$ cat src/rtl/core/igm_pkg.sv
// ----------------------------------------------------------------------------
// igm_pkg
// Shared constants, codes and types of the incremental Gram matrix block.
// ----------------------------------------------------------------------------
package igm_pkg;

  localparam int HIST     = 8;
  localparam int MAX_LEN  = 4096;
  localparam int HIST_W   = (HIST > 1) ? $clog2(HIST) : 1;
  localparam int POS_W    = (MAX_LEN > 1) ? $clog2(MAX_LEN) : 1;
  localparam int CNT_W    = $clog2(HIST + 1);
  localparam int LEN_W    = 13;
  localparam int ELEM_W   = 16;
  localparam int PROD_W   = 2 * ELEM_W;
  localparam int DOT_W    = 48;
  localparam int GRAM_AW  = 2 * HIST_W;
  localparam int VEC_AW   = HIST_W + POS_W;
  localparam int APB_AW   = 3;
  localparam int APB_DW   = 32;

  typedef enum logic [1:0] {
    ACT_PUSH  = 2'd0,
    ACT_CLEAR = 2'd1,
    ACT_READ  = 2'd2
  } action_e;

  typedef enum logic [1:0] {
    KIND_PUSH  = 2'd0,
    KIND_CLEAR = 2'd1,
    KIND_READ  = 2'd2
  } kind_e;

  typedef enum logic [1:0] {
    STS_OK    = 2'd0,
    STS_FULL  = 2'd1,
    STS_RANGE = 2'd2
  } status_e;

  localparam logic REG_VLEN = 1'b0;

  typedef struct packed {
    logic              mul_en;
    logic [HIST_W-1:0] mul_idx;
    logic              zero_en;
    logic [HIST_W-1:0] zero_idx;
    logic              clear_all;
  } mac_ctrl_t;

endpackage

$ cat src/rtl/core/igm_cfg.sv
// ----------------------------------------------------------------------------
// igm_cfg
// APB register file: vector length register and its clamped effective value.
// ----------------------------------------------------------------------------
module igm_cfg (
  input  logic                        clk_i,
  input  logic                        rst_ni,
  input  logic                        psel,
  input  logic                        penable,
  input  logic                        pwrite,
  input  logic [igm_pkg::APB_AW-1:0]  paddr,
  input  logic [igm_pkg::APB_DW-1:0]  pwdata,
  output logic [igm_pkg::APB_DW-1:0]  prdata,
  output logic                        pready,
  output logic [igm_pkg::LEN_W-1:0]   eff_len_o
);
  import igm_pkg::*;

  logic [LEN_W-1:0] vlen_q;
  logic             wr_en;

  assign wr_en = psel && penable && pwrite && (paddr[2] == REG_VLEN);

  always_ff @(posedge clk_i or negedge rst_ni) begin
    if (!rst_ni) begin
      vlen_q <= LEN_W'(MAX_LEN);
    end else if (wr_en) begin
      vlen_q <= pwdata[LEN_W-1:0];
    end
  end

  always_comb begin
    if (vlen_q == '0) begin
      eff_len_o = LEN_W'(1);
    end else if (vlen_q > LEN_W'(MAX_LEN)) begin
      eff_len_o = LEN_W'(MAX_LEN);
    end else begin
      eff_len_o = vlen_q;
    end
  end

  assign prdata = (paddr[2] == REG_VLEN) ? APB_DW'(vlen_q) : '0;
  assign pready = 1'b1;

endmodule

$ cat config.mk
export PLATFORM = sky130hd
export DESIGN_NAME = igm_cfg
export DESIGN_NICKNAME = d
export VERILOG_FILES = /design/src/rtl/core/igm_pkg.sv /design/src/rtl/core/igm_cfg.sv
export SDC_FILE = /design/constraint.sdc
export NUM_CORES = 1
export LEC_CHECK = 0
export ABC_CLOCK_PERIOD_IN_PS = 2500
export BUFFER_PORTS_ARGS = -buffer_cell sky130_fd_sc_hd__buf_2
export CAP_MARGIN = 20
export CORE_MARGIN = 4
export CORE_UTILIZATION = 39
export CTS_CLUSTER_DIAMETER = 30
export DETAILED_ROUTE_END_ITERATION = 6
export PLACE_DENSITY = 0.94
export SYNTH_ARGS = -nofsm -noshare
export SYNTH_HDL_FRONTEND = slang
export SYNTH_SLANG_ARGS = --single-unit
$ cat constraint.sdc
create_clock -name clk_i -period 2.5 [get_ports clk_i]
set_clock_uncertainty 0.2 [all_clocks]
set_input_delay 0.5 -clock clk_i [delete_from_list [all_inputs] [get_ports clk_i]]
set_output_delay 0.5 -clock clk_i [all_outputs]
set_load 0.02 [all_outputs]
==> run metrics <==
CP arrival=roughly 1.5 ns; Synth Cell Area=898 um^2; critical path startpoint category=flip-flop; HP Class=primary input to flip-flop; first-pass detailed-route iteration total=2; P per Cell Area=738 mW/mm^2; commonest non-fill, non-tap cell in the layout=buf_2; Mapped Cells=82; Total GRT Usage=between 10% and 20%; Initial DRC Count=6; Routed WL=2020 um; R2R Path End=vlen_q[12]$_DFFE_PN1P_; Synth Area in Compound Gates=around 1.1%; initial antenna violation count=0; CP Capture Type=primary output; P_sw=322 uW; GRT busiest layer=met2; fillers=225; share of cells above drive strength 1=49.6%; worst vdd ir=between 0.4 and 0.5 mV; Worst Reg-to-Reg Cells=1; gpl congestion=0.660; max reg flops=13; Logic pwr share=44.5%; fin util=roughly 50%; largest family of logic cells by synthesized area=simple AND/OR/NAND/NOR gates; Fmax=approximately 450 MHz; total CTS buffers=3; number of global-route vias before repair=slightly below 700; post-synthesis mux area share=approximately 20%; Biggest register=vlen_q; largest net degree at the start of global routing=16; DR vias=682; Sink Count=13; Starting Density=40.6%; P_int=about 480 uW; GRT met3 Usage=3.71%; Fin. Hold Viols=0; # IOs=86; input/output buffers=44; status=finished clean; Max stage delay on crit path=0.70 ns; biggest regs=vlen_q (13); # rows=17; Worst Path Required=1.80 ns; GR Overflow Total=0; hpwl dp=1590 um; WL per Instance=between 10 and 15 um; max-cap viol count=0; first-pass GRT wire length=approximately 3100 um; Flop pwr share=39.8%; final worst path period share=88.5%; TritonCTS clock tree=built; final slew viol count=0; die area=0.00314 mm^2; PostCTS Resize Cnt=0; Post-Synth Simple-Gate Area=a little over a fifth; crit-path cells=nor4_1 > a32o_1 > buf_2; Hold Crit Endpoint=vlen_q[9]$_DFFE_PN0P_; Core Box Area=0.00221 mm^2; clk root buf=clkbuf_4; vias per cell=4.46; Setup Crit Path Kind=flip-flop to primary output; post-CTS setup buffer count=0; DRC errors left=0; Post-Synth Adder-Cell Area=0%; Die Y=56.0 um; CP max FO=15; RSZ-0062 raised after global routing=no; nets=166; H-tree depth=1; Fin Setup TNS=0 ns; min Tclk post-route=2.21 ns; warnings from Yosys=0; area share of xor/xnor cells in the synthesized design=0%; Min Hold Slack=0.260 ns; critical path's slowest cell=dfstp_2; # diodes=0; clock-pin slew on the worst setup and hold paths=0.08 ns; flop2flop setup slack=1.33 ns; min-delay src=pwdata[9]; Yosys cell types=15; DRT antenna net count=0; met1 Track Usage GR=13.7%; Clk Latency, worst-skew pair=0.27 ns; r2r startpoint=vlen_q[12]$_DFFE_PN1P_; synthesis-to-finish area growth=20.8%; GR met2 Demand/Resource=22.9%; Final setup viols=0; Leak Pwr=0.000630 uW; hold path depth=2; Avg Cell Area, Syn=11.0 um^2; Net Sw Frac=40.2%; Die W=56.0 um; sequential cell area fraction in the yosys report=36.4%; most frequent cells in the layout=buf_2, nor2b_1, conb_1; #FFs+latches synth=13; Clk pwr share=15.7%; CTS Buffer Depth=2
cells by family (layout without fill, tap and decap cells):
family	Yosys count	count (layout)
AO/OA/AOI/OAI	1	1
buffers and inverters	25	50
flip-flops	13	13
multiplexers	13	13
other	2	20
AND/OR/NAND/NOR	28	28
worst max path at each step:
stage,slack [ns],cells past startpoint,from,end
final,0.29,3,vlen_q[12]$_DFFE_PN1P_,eff_len_o[0]
after CTS,0.26,3,vlen_q[12]$_DFFE_PN1P_,eff_len_o[0]
after floorplan,0.79,2,paddr[2],prdata[11]
after global placement,0.63,3,vlen_q[12]$_DFFE_PN1P_,eff_len_o[0]
after detailed placement,0.56,3,vlen_q[12]$_DFFE_PN1P_,eff_len_o[0]
after global routing,0.22,3,vlen_q[12]$_DFFE_PN1P_,eff_len_o[0]
cell type report:
cell class / count / area, um^2 / area share [%]
multi-input cells: 62 / 463 / 42.7
flip-flops and latches: 13 / 327 / 30.1
repair buffers: 45 / 230 / 21.2
well taps: 28 / 35.0 / 3.23
clock buffers: 4 / 26.3 / 2.42
inverters: 1 / 3.75 / 0.346
power by group through the flow:
stage          Clock [uW]  Sequential, uW  Combinational, uW
2_1_floorplan           0             294                290
3_3_place_gp            0             318                347
5_1_grt               141             327                380
3_5_place_dp            0             324                356
4_1_cts               130             320                360
6_report              126             319                356
metrics by stage:
step	area [um^2]	setup slack [ns]	total power [uW]	std cells
floorplan	966	0.787	584	100
global placement	1050	0.633	665	148
detailed placement	1050	0.561	680	148
CTS	1080	0.259	810	153
global route	1080	0.215	848	153
finish	1080	0.288	801	153
critical path, delay by kind of cell, from the launching register on:
kind	cells	cell delay [ns]
AND/OR/NAND/NOR	1	0.11
flip-flops	1	0.70
AO/OA/AOI/OAI	1	0.28
buffers and inverters	1	0.16
layer usage:
metal	part of all wire, %	vias to the layer above
met5	0	-
met4	0.99	0
met3	13	4
met2	50	54
met1	36	310
li1	-	314
what timing repair did:
| action | CTS | global route |
|---|---|---|
| hold buffers | 1 | 0 |
| endpoints found under the setup margin | 0 | 0 |
| hold endpoints to repair | 12 | 0 |
Yosys cell counts (all sizes together):
cell type,n,area [um^2]
nor4,3,18.8
nor2,1,3.75
dfstp,1,26.3
mux2,13,184
buf,21,161
nor2b,20,125
dfrtp,12,300
clkbuf,3,11.3
inv,1,3.75
and2b,3,22.5
nand4b,1,23.8
a32o,1,10.0
conb,2,7.51
(Power assumes the default switching activity.)
